==> config.mk <==
export PLATFORM = sky130hd
export DESIGN_NAME = bounded_replay_journal_core
export DESIGN_NICKNAME = d
export VERILOG_FILES = /design/src/sv/brj_pkg.sv /design/src/sv/brj_entry_ram.sv /design/src/sv/bounded_replay_journal_core.sv
export SDC_FILE = /design/constraint.sdc
export NUM_CORES = 2
export LEC_CHECK = 0
export ABC_CLOCK_PERIOD_IN_PS = 13750
export BUFFER_PORTS_ARGS = -buffer_cell sky130_fd_sc_hd__buf_2
export CAP_MARGIN = 30
export CORE_MARGIN = 10
export CORE_UTILIZATION = 44
export CTS_CLUSTER_DIAMETER = 200
export DETAILED_ROUTE_END_ITERATION = 12
export GPL_TIMING_DRIVEN = 0
export SYNTH_ARGS = -nofsm -noshare
export SYNTH_HDL_FRONTEND = slang
export SYNTH_SLANG_ARGS = --single-unit
==> constraint.sdc <==
create_clock -name clk -period 13.75 [get_ports clk]
set_input_delay 4.125 -clock clk [delete_from_list [all_inputs] [get_ports clk]]
set_output_delay 4.125 -clock clk [all_outputs]
set_load 0.1 [all_outputs]
==> src/sv/brj_pkg.sv <==
// ----------------------------------------------------------------------------
// brj_pkg: shared types and codes of the bounded replay journal
// Field widths, register indexes, action and status codes, reset values of
// the budget registers and the layout of one stored journal entry.
// ----------------------------------------------------------------------------
package brj_pkg;

  // Default sizing of the journal core
  localparam int BRJ_DEPTH    = 16;
  localparam int BRJ_SEQ_BITS = 32;

  // Port field widths
  localparam int ACTION_W = 2;
  localparam int HANDLE_W = 32;
  localparam int BYTES_W  = 16;
  localparam int SEQ_W    = 32;
  localparam int STATUS_W = 4;
  localparam int COUNT_W  = 5;
  localparam int TOTAL_W  = 21;
  localparam int MAXE_W   = 5;
  localparam int MAXB_W   = 20;
  localparam int CFG_W    = 32;
  localparam int CFG_IDX_W = 2;

  // Budget register reset values
  localparam int MAX_ENTRIES_RST = 16;
  localparam int MAX_BYTES_RST   = 65536;

  // Configuration register indexes
  localparam logic [CFG_IDX_W-1:0] CFG_MAX_ENTRIES = 2'd0;
  localparam logic [CFG_IDX_W-1:0] CFG_MAX_BYTES   = 2'd1;
  localparam logic [CFG_IDX_W-1:0] CFG_INIT_SEQ    = 2'd2;

  // Request actions
  localparam logic [ACTION_W-1:0] ACT_APPEND     = 2'd0;
  localparam logic [ACTION_W-1:0] ACT_REPLAY     = 2'd1;
  localparam logic [ACTION_W-1:0] ACT_INVALIDATE = 2'd2;

  // Result status codes
  localparam logic [STATUS_W-1:0] ST_APPENDED        = 4'd0;
  localparam logic [STATUS_W-1:0] ST_NOT_RETAINED    = 4'd1;
  localparam logic [STATUS_W-1:0] ST_SEQ_OVERFLOW    = 4'd2;
  localparam logic [STATUS_W-1:0] ST_INVALID         = 4'd3;
  localparam logic [STATUS_W-1:0] ST_REPLAY_OK       = 4'd4;
  localparam logic [STATUS_W-1:0] ST_FUTURE          = 4'd5;
  localparam logic [STATUS_W-1:0] ST_GAP             = 4'd6;
  localparam logic [STATUS_W-1:0] ST_INVALIDATED     = 4'd7;
  localparam logic [STATUS_W-1:0] ST_INVALIDATE_AT_MAX = 4'd8;

  // One stored journal entry
  typedef struct packed {
    logic [HANDLE_W-1:0] handle;
    logic [BYTES_W-1:0]  size;
  } entry_t;

endpackage

==> src/sv/brj_entry_ram.sv <==
// ----------------------------------------------------------------------------
// brj_entry_ram: journal entry store
// Ring of record handles and sizes; one write port and one read port with
// registered read data that holds until the next read.
// ----------------------------------------------------------------------------
module brj_entry_ram #(
  parameter int DEPTH = brj_pkg::BRJ_DEPTH,
  localparam int IDX_W = (DEPTH > 1) ? $clog2(DEPTH) : 1
) (
  input  logic                clk,
  input  logic                we,
  input  logic [IDX_W-1:0]    waddr,
  input  brj_pkg::entry_t     wdata,
  input  logic                re,
  input  logic [IDX_W-1:0]    raddr,
  output brj_pkg::entry_t     rdata
);
  import brj_pkg::*;

  entry_t mem [DEPTH];

  // Write the appended entry
  always_ff @(posedge clk) begin
    if (we) begin
      mem[waddr] <= wdata;
    end
  end

  // Read on request, hold otherwise
  always_ff @(posedge clk) begin
    if (re) begin
      rdata <= mem[raddr];
    end
  end

endmodule

==> src/sv/bounded_replay_journal_core.sv <==
// Flow: the request beat is latched, then decoded; an append evicts the oldest
//   entries first as its budget needs, and a replay reads each record from the
//   read port before it is registered. A new request is taken only once the
//   journal is idle again, after the previous result has been loaded.
// Reset: the journal is empty, budgets are 16 entries and 65536 bytes, the
//   current sequence and replay floor are 0; the entry store is not cleared.
// ----------------------------------------------------------------------------
// bounded_replay_journal_core: sequence-numbered replay journal
// Appends records under an entry and byte budget, evicting the oldest, replays
// every retained record newer than a given sequence, and invalidates.
// ----------------------------------------------------------------------------
module bounded_replay_journal_core #(
  parameter int DEPTH    = brj_pkg::BRJ_DEPTH,
  parameter int SEQ_BITS = brj_pkg::BRJ_SEQ_BITS
) (
  input  logic                              clk,
  input  logic                              rst,
  // configuration write port
  input  logic                              cfg_we,
  input  logic [brj_pkg::CFG_IDX_W-1:0]     cfg_index,
  input  logic [brj_pkg::CFG_W-1:0]         cfg_data,
  // request channel
  input  logic                              req_valid,
  output logic                              req_stall,
  input  logic [brj_pkg::ACTION_W-1:0]      action,
  input  logic                              record_present,
  input  logic [brj_pkg::HANDLE_W-1:0]      record_handle,
  input  logic [brj_pkg::BYTES_W-1:0]       record_bytes,
  input  logic [brj_pkg::SEQ_W-1:0]         after_sequence,
  // result channel
  output logic                              res_valid,
  input  logic                              res_stall,
  output logic [brj_pkg::STATUS_W-1:0]      status,
  output logic [brj_pkg::SEQ_W-1:0]         sequence_res,
  output logic                              record_valid,
  output logic [brj_pkg::HANDLE_W-1:0]      record_out,
  output logic [brj_pkg::SEQ_W-1:0]         current_sequence,
  output logic [brj_pkg::SEQ_W-1:0]         replay_floor,
  output logic [brj_pkg::COUNT_W-1:0]       retained_count,
  output logic [brj_pkg::TOTAL_W-1:0]       retained_bytes,
  output logic                              last
);
  import brj_pkg::*;

  localparam int IDX_W = (DEPTH > 1) ? $clog2(DEPTH) : 1;
  localparam int CNT_W = $clog2(DEPTH + 1);
  localparam int SUM_W = CNT_W + 1;
  localparam int CAP_W = (CNT_W + 1 > MAXE_W) ? CNT_W + 1 : MAXE_W;
  localparam int CW    = (SEQ_BITS > SEQ_W) ? SEQ_BITS : SEQ_W;

  typedef enum logic [2:0] {
    S_IDLE,
    S_DECODE,
    S_EVICT_CHK,
    S_EVICT,
    S_REPLAY_RD,
    S_REPLAY_OUT
  } state_t;

  // Control state
  state_t               state, state_next;
  logic [MAXE_W-1:0]    max_entries, max_entries_next;
  logic [MAXB_W-1:0]    max_bytes, max_bytes_next;
  logic [SEQ_BITS-1:0]  current_seq, current_seq_next;
  logic [SEQ_BITS-1:0]  floor_seq, floor_seq_next;
  logic                 unavail, unavail_next;
  logic [IDX_W-1:0]     head, head_next;
  logic [CNT_W-1:0]     count, count_next;
  logic [TOTAL_W-1:0]   total, total_next;
  logic [CNT_W-1:0]     k, k_next;
  logic                 res_valid_next;

  // Latched request beat
  logic [ACTION_W-1:0]  req_action;
  logic                 req_present;
  logic [HANDLE_W-1:0]  req_handle;
  logic [BYTES_W-1:0]   req_bytes;
  logic [SEQ_W-1:0]     req_after;

  // Result being loaded
  logic                 out_load;
  logic [STATUS_W-1:0]  emit_status;
  logic [SEQ_W-1:0]     emit_seq;
  logic                 emit_valid;
  logic [HANDLE_W-1:0]  emit_handle;
  logic                 emit_last;

  // Entry store port
  logic                 ram_we;
  logic                 ram_re;
  logic [IDX_W-1:0]     ram_raddr;
  entry_t               ram_wdata;
  entry_t               ram_rdata;

  // Derived terms
  logic                 req_fire;
  logic                 out_free;
  logic [IDX_W-1:0]     ins_slot;
  logic [IDX_W-1:0]     rep_slot;
  logic [IDX_W-1:0]     head_inc;
  logic [CAP_W-1:0]     cap_lim;
  logic                 need_evict;
  logic                 rec_bad;
  logic                 at_max;
  logic                 no_keep;
  logic [SEQ_BITS-1:0]  seq_inc;
  logic [CW-1:0]        after_cw;
  logic [CW-1:0]        cur_cw;
  logic [CW-1:0]        floor_cw;
  logic [CW-1:0]        diff_cw;
  logic                 rep_future;
  logic                 rep_gap;
  logic [CNT_W-1:0]     rep_start;
  logic                 rep_last;

  // Reduce a ring position below DEPTH
  function automatic logic [IDX_W-1:0] wrap_idx(input logic [SUM_W-1:0] s);
    if (s >= SUM_W'(DEPTH)) begin
      return IDX_W'(s - SUM_W'(DEPTH));
    end
    return IDX_W'(s);
  endfunction

  assign req_stall = (state != S_IDLE);
  assign req_fire  = req_valid && !req_stall;
  assign out_free  = !res_valid || !res_stall;

  // Ring positions
  assign ins_slot = wrap_idx(SUM_W'(head) + SUM_W'(count));
  assign rep_slot = wrap_idx(SUM_W'(head) + SUM_W'(k));
  assign head_inc = (head == IDX_W'(DEPTH - 1)) ? '0 : head + 1'b1;

  // Budget check for the pending append
  assign cap_lim = (CAP_W'(max_entries) < CAP_W'(DEPTH)) ? CAP_W'(max_entries)
                                                         : CAP_W'(DEPTH);
  assign need_evict = (count != '0) &&
                      ((CAP_W'(count) + CAP_W'(1) > cap_lim) ||
                       (total > (TOTAL_W'(max_bytes) - TOTAL_W'(req_bytes))));

  // Append qualification
  assign rec_bad = !req_present || (req_bytes == '0);
  assign at_max  = &current_seq;
  assign no_keep = (max_entries == '0) || (max_bytes == '0) ||
                   (MAXB_W'(req_bytes) > max_bytes);
  assign seq_inc = current_seq + 1'b1;

  // Replay window
  assign after_cw   = CW'(req_after);
  assign cur_cw     = CW'(current_seq);
  assign floor_cw   = CW'(floor_seq);
  assign diff_cw    = cur_cw - after_cw;
  assign rep_future = after_cw > cur_cw;
  assign rep_gap    = (after_cw < floor_cw) || (unavail && (after_cw == cur_cw));
  assign rep_start  = (diff_cw >= CW'(count)) ? '0 : count - CNT_W'(diff_cw);
  assign rep_last   = (k == count - CNT_W'(1));

  assign ram_wdata = '{handle: req_handle, size: req_bytes};

  brj_entry_ram #(
    .DEPTH (DEPTH)
  ) u_ram (
    .clk   (clk),
    .we    (ram_we),
    .waddr (ins_slot),
    .wdata (ram_wdata),
    .re    (ram_re),
    .raddr (ram_raddr),
    .rdata (ram_rdata)
  );

  // Next state and result selection
  always_comb begin
    state_next       = state;
    max_entries_next = max_entries;
    max_bytes_next   = max_bytes;
    current_seq_next = current_seq;
    floor_seq_next   = floor_seq;
    unavail_next     = unavail;
    head_next        = head;
    count_next       = count;
    total_next       = total;
    k_next           = k;
    res_valid_next   = res_valid && res_stall;
    out_load         = 1'b0;
    emit_status      = ST_APPENDED;
    emit_seq         = '0;
    emit_valid       = 1'b0;
    emit_handle      = '0;
    emit_last        = 1'b1;
    ram_we           = 1'b0;
    ram_re           = 1'b0;
    ram_raddr        = head;

    // Register writes are to arrive only while idle; the block does not enforce it
    if (cfg_we) begin
      unique case (cfg_index)
        CFG_MAX_ENTRIES: max_entries_next = cfg_data[MAXE_W-1:0];
        CFG_MAX_BYTES:   max_bytes_next   = cfg_data[MAXB_W-1:0];
        CFG_INIT_SEQ: begin
          current_seq_next = SEQ_BITS'(cfg_data);
          floor_seq_next   = SEQ_BITS'(cfg_data);
          unavail_next     = 1'b0;
          head_next        = '0;
          count_next       = '0;
          total_next       = '0;
        end
        default: ;
      endcase
    end

    unique case (state)
      S_IDLE: begin
        if (req_fire) begin
          state_next = S_DECODE;
        end
      end

      S_DECODE: begin
        unique case (req_action)
          ACT_APPEND: begin
            if (rec_bad) begin
              if (out_free) begin
                out_load    = 1'b1;
                emit_status = ST_INVALID;
                state_next  = S_IDLE;
              end
            end else if (at_max) begin
              if (out_free) begin
                out_load    = 1'b1;
                emit_status = ST_SEQ_OVERFLOW;
                state_next  = S_IDLE;
              end
            end else if (no_keep) begin
              // Drop everything and move the floor up to the new sequence
              if (out_free) begin
                out_load         = 1'b1;
                emit_status      = ST_NOT_RETAINED;
                emit_seq         = SEQ_W'(seq_inc);
                current_seq_next = seq_inc;
                floor_seq_next   = seq_inc;
                head_next        = '0;
                count_next       = '0;
                total_next       = '0;
                state_next       = S_IDLE;
              end
            end else begin
              state_next = S_EVICT_CHK;
            end
          end

          ACT_REPLAY: begin
            if (out_free) begin
              if (rep_future) begin
                out_load    = 1'b1;
                emit_status = ST_FUTURE;
                state_next  = S_IDLE;
              end else if (rep_gap) begin
                out_load    = 1'b1;
                emit_status = ST_GAP;
                state_next  = S_IDLE;
              end else if (rep_start == count) begin
                out_load    = 1'b1;
                emit_status = ST_REPLAY_OK;
                state_next  = S_IDLE;
              end else begin
                k_next     = rep_start;
                state_next = S_REPLAY_RD;
              end
            end
          end

          ACT_INVALIDATE: begin
            if (out_free) begin
              out_load   = 1'b1;
              head_next  = '0;
              count_next = '0;
              total_next = '0;
              state_next = S_IDLE;
              if (at_max) begin
                emit_status    = ST_INVALIDATE_AT_MAX;
                floor_seq_next = current_seq;
                unavail_next   = 1'b1;
              end else begin
                emit_status      = ST_INVALIDATED;
                current_seq_next = seq_inc;
                floor_seq_next   = seq_inc;
                unavail_next     = 1'b0;
              end
            end
          end

          default: state_next = S_IDLE;
        endcase
      end

      S_EVICT_CHK: begin
        if (need_evict) begin
          // Fetch the oldest entry's size
          ram_re     = 1'b1;
          ram_raddr  = head;
          state_next = S_EVICT;
        end else if (out_free) begin
          // Store the new entry at the back of the ring
          ram_we           = 1'b1;
          out_load         = 1'b1;
          emit_status      = ST_APPENDED;
          emit_seq         = SEQ_W'(seq_inc);
          current_seq_next = seq_inc;
          count_next       = count + 1'b1;
          total_next       = total + TOTAL_W'(req_bytes);
          state_next       = S_IDLE;
        end
      end

      S_EVICT: begin
        // Retire the oldest entry; the floor takes its sequence
        floor_seq_next = current_seq - SEQ_BITS'(count - CNT_W'(1));
        total_next     = total - TOTAL_W'(ram_rdata.size);
        head_next      = head_inc;
        count_next     = count - 1'b1;
        state_next     = S_EVICT_CHK;
      end

      S_REPLAY_RD: begin
        ram_re     = 1'b1;
        ram_raddr  = rep_slot;
        state_next = S_REPLAY_OUT;
      end

      S_REPLAY_OUT: begin
        if (out_free) begin
          out_load    = 1'b1;
          emit_status = ST_REPLAY_OK;
          emit_seq    = SEQ_W'(current_seq - SEQ_BITS'(count - CNT_W'(1) - k));
          emit_valid  = 1'b1;
          emit_handle = ram_rdata.handle;
          emit_last   = rep_last;
          if (rep_last) begin
            state_next = S_IDLE;
          end else begin
            k_next     = k + 1'b1;
            state_next = S_REPLAY_RD;
          end
        end
      end

      default: state_next = S_IDLE;
    endcase

    if (out_load) begin
      res_valid_next = 1'b1;
    end
  end

  // State, request latch and result register
  always_ff @(posedge clk) begin
    if (rst) begin
      state       <= S_IDLE;
      max_entries <= MAXE_W'(MAX_ENTRIES_RST);
      max_bytes   <= MAXB_W'(MAX_BYTES_RST);
      current_seq <= '0;
      floor_seq   <= '0;
      unavail     <= 1'b0;
      head        <= '0;
      count       <= '0;
      total       <= '0;
      k           <= '0;
      res_valid   <= 1'b0;
    end else begin
      state       <= state_next;
      max_entries <= max_entries_next;
      max_bytes   <= max_bytes_next;
      current_seq <= current_seq_next;
      floor_seq   <= floor_seq_next;
      unavail     <= unavail_next;
      head        <= head_next;
      count       <= count_next;
      total       <= total_next;
      k           <= k_next;
      res_valid   <= res_valid_next;
    end

    // Capture the request beat
    if (req_fire) begin
      req_action  <= action;
      req_present <= record_present;
      req_handle  <= record_handle;
      req_bytes   <= record_bytes;
      req_after   <= after_sequence;
    end

    // Load a result with the journal state after the step
    if (out_load) begin
      status           <= emit_status;
      sequence_res     <= emit_seq;
      record_valid     <= emit_valid;
      record_out       <= emit_handle;
      last             <= emit_last;
      current_sequence <= SEQ_W'(current_seq_next);
      replay_floor     <= SEQ_W'(floor_seq_next);
      retained_count   <= COUNT_W'(count_next);
      retained_bytes   <= total_next;
    end
  end

endmodule
# Yosys cells after proc, flatten, opt, wreduce, memory -nomap -nowiden
# Memories as Yosys holds them, arrays and structs flattened. A register that Yosys moved wholly into a read port is not among the register bits.
# Index checks and enable logic that the tools add are counted.
[classes]
addsub = 19
order_cmp = 9
eq_ne = 22
n_mux = 127
reduce_logical = 29
[ops]
columns = ["cell", "count"]
rows = [
  ["2-to-1 mux 32 bit", 24],
  ["one-hot mux 32 bit (2 select lines)", 4],
  ["2-to-1 mux 21 bit", 8],
  ["one-hot mux 32 bit (3 select lines)", 1],
  ["subtractor 32 bit", 3],
  ["2-to-1 mux 5 bit", 17],
  ["2-to-1 mux 4 bit", 16],
  ["one-hot mux 21 bit (3 select lines)", 1],
  ["2-to-1 mux 3 bit", 17],
  ["one-hot mux 21 bit (2 select lines)", 1],
  ["adder 32 x 1 -> 32 bit (second input constant)", 1],
  ["equality test 32 bit", 1],
  ["greater-or-equal comparator 32 x 5 -> 1 bit", 1],
  ["> comparator 32 bit", 1],
  ["< comparator 32 bit", 1],
  ["AND reduction 32 bit", 1],
  ["2-to-1 mux 1 bit", 24],
  ["one-hot mux 4 bit (2 select lines)", 3],
  ["adder 21 x 16 -> 21 bit", 1],
  ["> comparator 21 bit", 1],
  ["subtractor 20 x 16 -> 21 bit", 1],
  ["subtractor 21 x 16 -> 21 bit", 1],
  ["> comparator 16 x 20 -> 1 bit", 1],
  ["logical NOT 20 bit", 1],
  ["other kinds (43)", 75],
]
[word_totals]
reg_bits = 372
mem_bits_rw = 768
input_bits = 122
elab_cells = 232
mem_count = 1
[mem_list]
columns = ["name", "words", "width", "rd", "rd_clocked_by_memory_dff", "wr", "line", "source"]
rows = [
  ["u_ram.mem", 16, 48, 1, 1, 1, "brj_entry_ram.sv:20", "entry_t mem [DEPTH];"],
]

# Depth between registers and ports, before layout
[depth]
depth_word = 11
ltp_mapped = 30
ltp_nobuf = 29

# By module
# Synthesis repeated with hierarchy kept, for this count alone.
[hier_totals]
cells_unflattened = 4163
area_unflattened_um2 = 56370.3
[by_module_without_submodules]
columns = ["module", "instances", "cells_each", "area_each_um2"]
rows = [
  ["brj_entry_ram", 1, 1242, 30171.4],
  ["bounded_replay_journal_core", 1, 2921, 26198.9],
]

# Least setup slack after synthesis
# Ideal clock, no wire load.
[synth_timing]
path_kind = "register to register"
from = "reg req_bytes[0]"
to = "reg current_sequence[0] in the netlist's numbering, enable pin"
setup_time_ns = 2.053
arrival_time_ns = 9.614
required_time_ns = 11.697
slack_ns = 2.083
path_stages_with_launch = 27
path_buffers = 1
cell_sequence = "edfxtp_1 ha_1 inv_1 fa_1 a21o_1 a21oi_1 o21bai_1 a21oi_1 o21bai_1 a21oi_1 nor2b_1 o21a_1 o41a_1 a211o_1 a21oi_1 xnor2_1 ha_1 nand4_1 nor2_1 inv_1 o211ai_1 a221oi_1 a311oi_1 nor3_1 nand2_1 clkbuf_1 nand4_1"
[synth_via]
elab_chain_len = 7
[synth_rtl]
columns = ["element", "line", "source"]
rows = [
  ["from (decl)", "bounded_replay_journal_core.sv:77", "logic [BYTES_W-1:0] req_bytes;"],
  ["from (signal assigned)", "bounded_replay_journal_core.sv:388", "req_bytes <= record_bytes;"],
  ["parallel branches: the longest is 6 deep, another holds subtractor 20 x 16 -> 21 bit", "--", ""],
  ["one-hot mux 1 bit (3 select lines) (*)", "bounded_replay_journal_core.sv:211", "unique case (state)"],
  ["named net out_load", "bounded_replay_journal_core.sv:81", "logic out_load;"],
  ["to (signal assigned)", "bounded_replay_journal_core.sv:399", "current_sequence <= SEQ_W'(current_seq_next);"],
  ["to (decl)", "bounded_replay_journal_core.sv:37", "output logic [brj_pkg::SEQ_W-1:0] current_sequence,"],
]
# Mark *: on every way through the listed nets, which the timed path passes.
# A chain may end at the register's enable or synchronous reset.

# Worst setup path after layout
[layout_timing]
from = "reg req_bytes[1]"
to = "reg retained_bytes[10] in the netlist's numbering, enable pin"
[layout_via]
elab_chain_len = 7
[layout_rtl]
columns = ["element", "line", "source"]
rows = [
  ["parallel branches: the longest is 6 deep, another holds subtractor 20 x 16 -> 21 bit", "--", ""],
  ["one-hot mux 1 bit (3 select lines) (*)", "bounded_replay_journal_core.sv:211", ""],
  ["named net out_load", "bounded_replay_journal_core.sv:81", ""],
  ["to (signal assigned)", "bounded_replay_journal_core.sv:402", "retained_bytes <= total_next;"],
  ["to (decl)", "bounded_replay_journal_core.sv:40", "output logic [brj_pkg::TOTAL_W-1:0] retained_bytes,"],
]
# Marked as above.

==> metrics.md <==
| Metric | Value |
|---|---|
| Setup Viol. Count Final | 0 |
| Htree depth | 4 |
| Fin cells | 6592 |
| DR pass1 iterations | 6 |
| Final HPWL DP | 143 mm |
| Setup Total Neg Slack | 0 ns |
| Fillers | 10900 |
| Final core occ | 0.521 |
| Regs by FF count | u_ram.mem x768, u_ram.rdata x48 |
| Vias/cell | 6.00 |
| Async S/R FF share, synth | 0 |
| Total gr overflow | 0 |
| Starting Density | 0.445 |
| Setup ws final | around 4.1 ns |
| Unrepaired setup endpoints after global routing | false |
| Hold WC Path Type | reg -> reg |
| Critical path's slowest cell | edfxtp_1 |
| Number of buffers on the longest clock path | 3 |
| Max_slew headroom | 0.238 |
| Nets@finish | 5115 |
| Routed via count | 39600 |
| Max Fclk | roughly 100 MHz |
| Synth Instances | 4239 |
| Cells after DPL | 6350 |
| # DRC | 0 |
| # rows | 131 |
| DIE AREA | 144000 µm² |
| Leakage power | 24.8 nW |
| Cell Area, Synth | 56900 µm² |
| Netlist cell types | 86 |
| Vias in the first global route | 38800 |
| Largest register FFs | 768 |
| Minimum clock period | 9.70 ns |
| Final Power | 8.64 mW |
| Placeable core region | 128000 µm² |
| Number of port buffers | 282 |
| Crit end category | register |
| Die height | 380 µm |
| PwrDens | 130 nW/µm² |
| Cts repair resizes | 0 |
| Clock skew | 0.0544 ns |
| CTS tree | built |
| Max Slew Vio Count | 0 |
| Clock-pin slew on the worst setup and hold paths | 0.06 ns |
| # hold bufs at CTS | 0 |
| R2R Setup Slk | 4.05 ns |
| Main synth FF type | edfxtp_1 |
| Hold WS | 0.483 ns |
| CTS buffer count | between 100 and 150 |
| Worst skew pair latency | 0.79 ns |
| Arr. time, crit path | 10.20 ns |
| Post-CTS setup buffer count | 0 |
| Crit-path most repeated cell | buf_8 |
| Initial drt markers | 3904 |
| Worst VDD drop | roughly 0.13 mV |
| WP data required | 14.25 ns |
| Synth Area per Inst | 13.4 µm² |
| CTS sink cnt | approximately 1200 |
| Non-Filler Cell Area, Final | 66600 µm² |
| Root Driver | clkbuf_16 |
| Wire length per cell | 29.3 µm |
| GRT Util Overall | 0.260 |
| Max cap viols | 0 |
| Hold Violations, Final | 0 |
| First-pass GRT wire length | 276 mm |
| Top reg by flops | u_ram.mem |
| Largest net degree at the start of global routing | 27 |
| Dpl ws | 4.18 ns |
| Final wirelength | 193 mm |
| Worst Path Buf+Inv | 9 |
| Post-synth EDFFs | ~1100 |
| Register Area | around 34000 µm² |
| Area of the multi-input gates | 21300 µm² |
| Ports | 284 |
| Die Wd | 380 µm |
| Post-Syn Nets | 4595 |
| Max incr delay on CP | 0.97 ns |
| Post-synthesis sequential area ratio | 0.604 |
| CP delay by family, top | compound AO/OA/AOI/OAI gates |
| Worst setup path class | reg -> reg |
| Critical path fanouts, max | 20 |
| Post-synthesis register bit count | 1188 |
| Initial antenna violation count | 11 |
| Status | completed |
| Final period util | 0.705 |
| Share of layout cells above drive strength 1 | 0.171 |
| Cell Area, Placed | 62200 µm² |
| Startpoint Class | register |
| GPL Wtd Cong | 1.08 |
| Worst slew pin tran | 1.14 ns |
| Synth warnings | 0 |
| Area growth syn-to-layout | 17.0% |
| Antenna Violating Nets Remaining | 0 |
-- layer usage --
| layer | routed length [µm] | track usage |
|---|---|---|
| met3 | 13800 | 0.0470 |
| met2 | 90400 | 0.422 |
| met1 | 77000 | 0.332 |
| met4 | 12000 | 0.138 |
| met5 | 0 | 0 |
-- cells by family (layout without fill, tap and decap cells) --
logic type               Yosys count  in the layout  synth area share
AND/OR/NAND/NOR                 1036           1036            0.0921
flip-flops                      1188           1188             0.604
multiplexers                     269            269            0.0894
adder cells (fa/ha/maj)          234            234            0.0527
other                              0              2                 0
buffers and inverters            367            989            0.0244
XOR/XNOR                         166            166            0.0255
AO/OA/AOI/OAI                    979            979             0.112
-- final timing paths --
path	to	startpoint	depth (start not counted)
max	retained_bytes[10]	req_bytes[1]	31
min	max_bytes[11]	max_bytes[11]	2
max reg2reg	retained_bytes[10]	req_bytes[1]	31
min reg2reg	max_bytes[11]	max_bytes[11]	2
-- worst register-to-register path, delay by kind of cell (launching register included) --
kind / cells / cell delay [ns]
AOI/OAI and AO/OA: 13 / 3.28
and+or+nand+nor: 6 / 2.18
buffers and inverters: 9 / 2.13
DFF: 1 / 0.97
adders and majority gates: 2 / 0.79
xor gates and xnor gates: 1 / 0.09
-- area by class of cell --
| type | instances | area share |
|---|---|---|
| multi-input cells | 2684 | 0.320 |
| flip-flops and latches | 1188 | 0.516 |
| clock inverters | 72 | 0.0132 |
| diodes | 2 | 0.0000751 |
| repair buffers | 387 | 0.0456 |
| clock buffers | 163 | 0.0520 |
| inverters | 178 | 0.0100 |
| plain buffers | 189 | 0.0109 |
| well taps | 1729 | 0.0325 |
-- power breakdown --
group          switching (mW)  internal (mW)  total, mW
combinational           0.706          0.255      0.961
sequential              0.119           4.03       4.15
clock                    1.51           2.02       3.53
-- synth_stat cells (all sizes together), types with 28 or more instances --
cell type	n	share of area
nand3	76	0.0067
nand4	28	0.0031
mux2i	72	0.013
xnor2	94	0.014
dfxtp	129	0.045
inv	176	0.012
and2	154	0.017
nor2b	80	0.0088
xor2	72	0.011
a21o	78	0.010
edfxtp	1059	0.56
and3	29	0.0033
a31oi	34	0.0037
ha	224	0.049
o21a	34	0.0045
mux4	191	0.076
nand2	303	0.020
nand2b	33	0.0036
or3	40	0.0044
a21oi	354	0.031
o21ai	128	0.011
a221o	30	0.0053
o211ai	30	0.0042
nor3	59	0.0055
nor2	168	0.011
o221ai	35	0.0054
o22ai	44	0.0048
clkbuf	153	0.010
buf	36	0.0026
a211oi	67	0.0088
-- cell usage in the layout, fill, tap and decap left out, types with 32 or more instances in the layout --
cell type and count:
o21ai_0 122, o221ai_1 35, clkbuf_16 133, buf_8 32, dfxtp_1 129, xnor2_1 94
nand3_1 76, and2_1 154, buf_2 290, o22ai_1 44, nor2_1 154, a21o_1 78
clkbuf_1 179, xor2_1 72, mux2i_1 72, nand2_1 303, inv_1 176, a31oi_1 34
edfxtp_1 1059, o21a_1 34, nor3_1 53, nand2b_1 33, ha_1 224, a211oi_1 67
nor2b_1 80, or3_1 40, a21oi_1 350, mux4_2 191
Power figures use the tool's default switching activity.
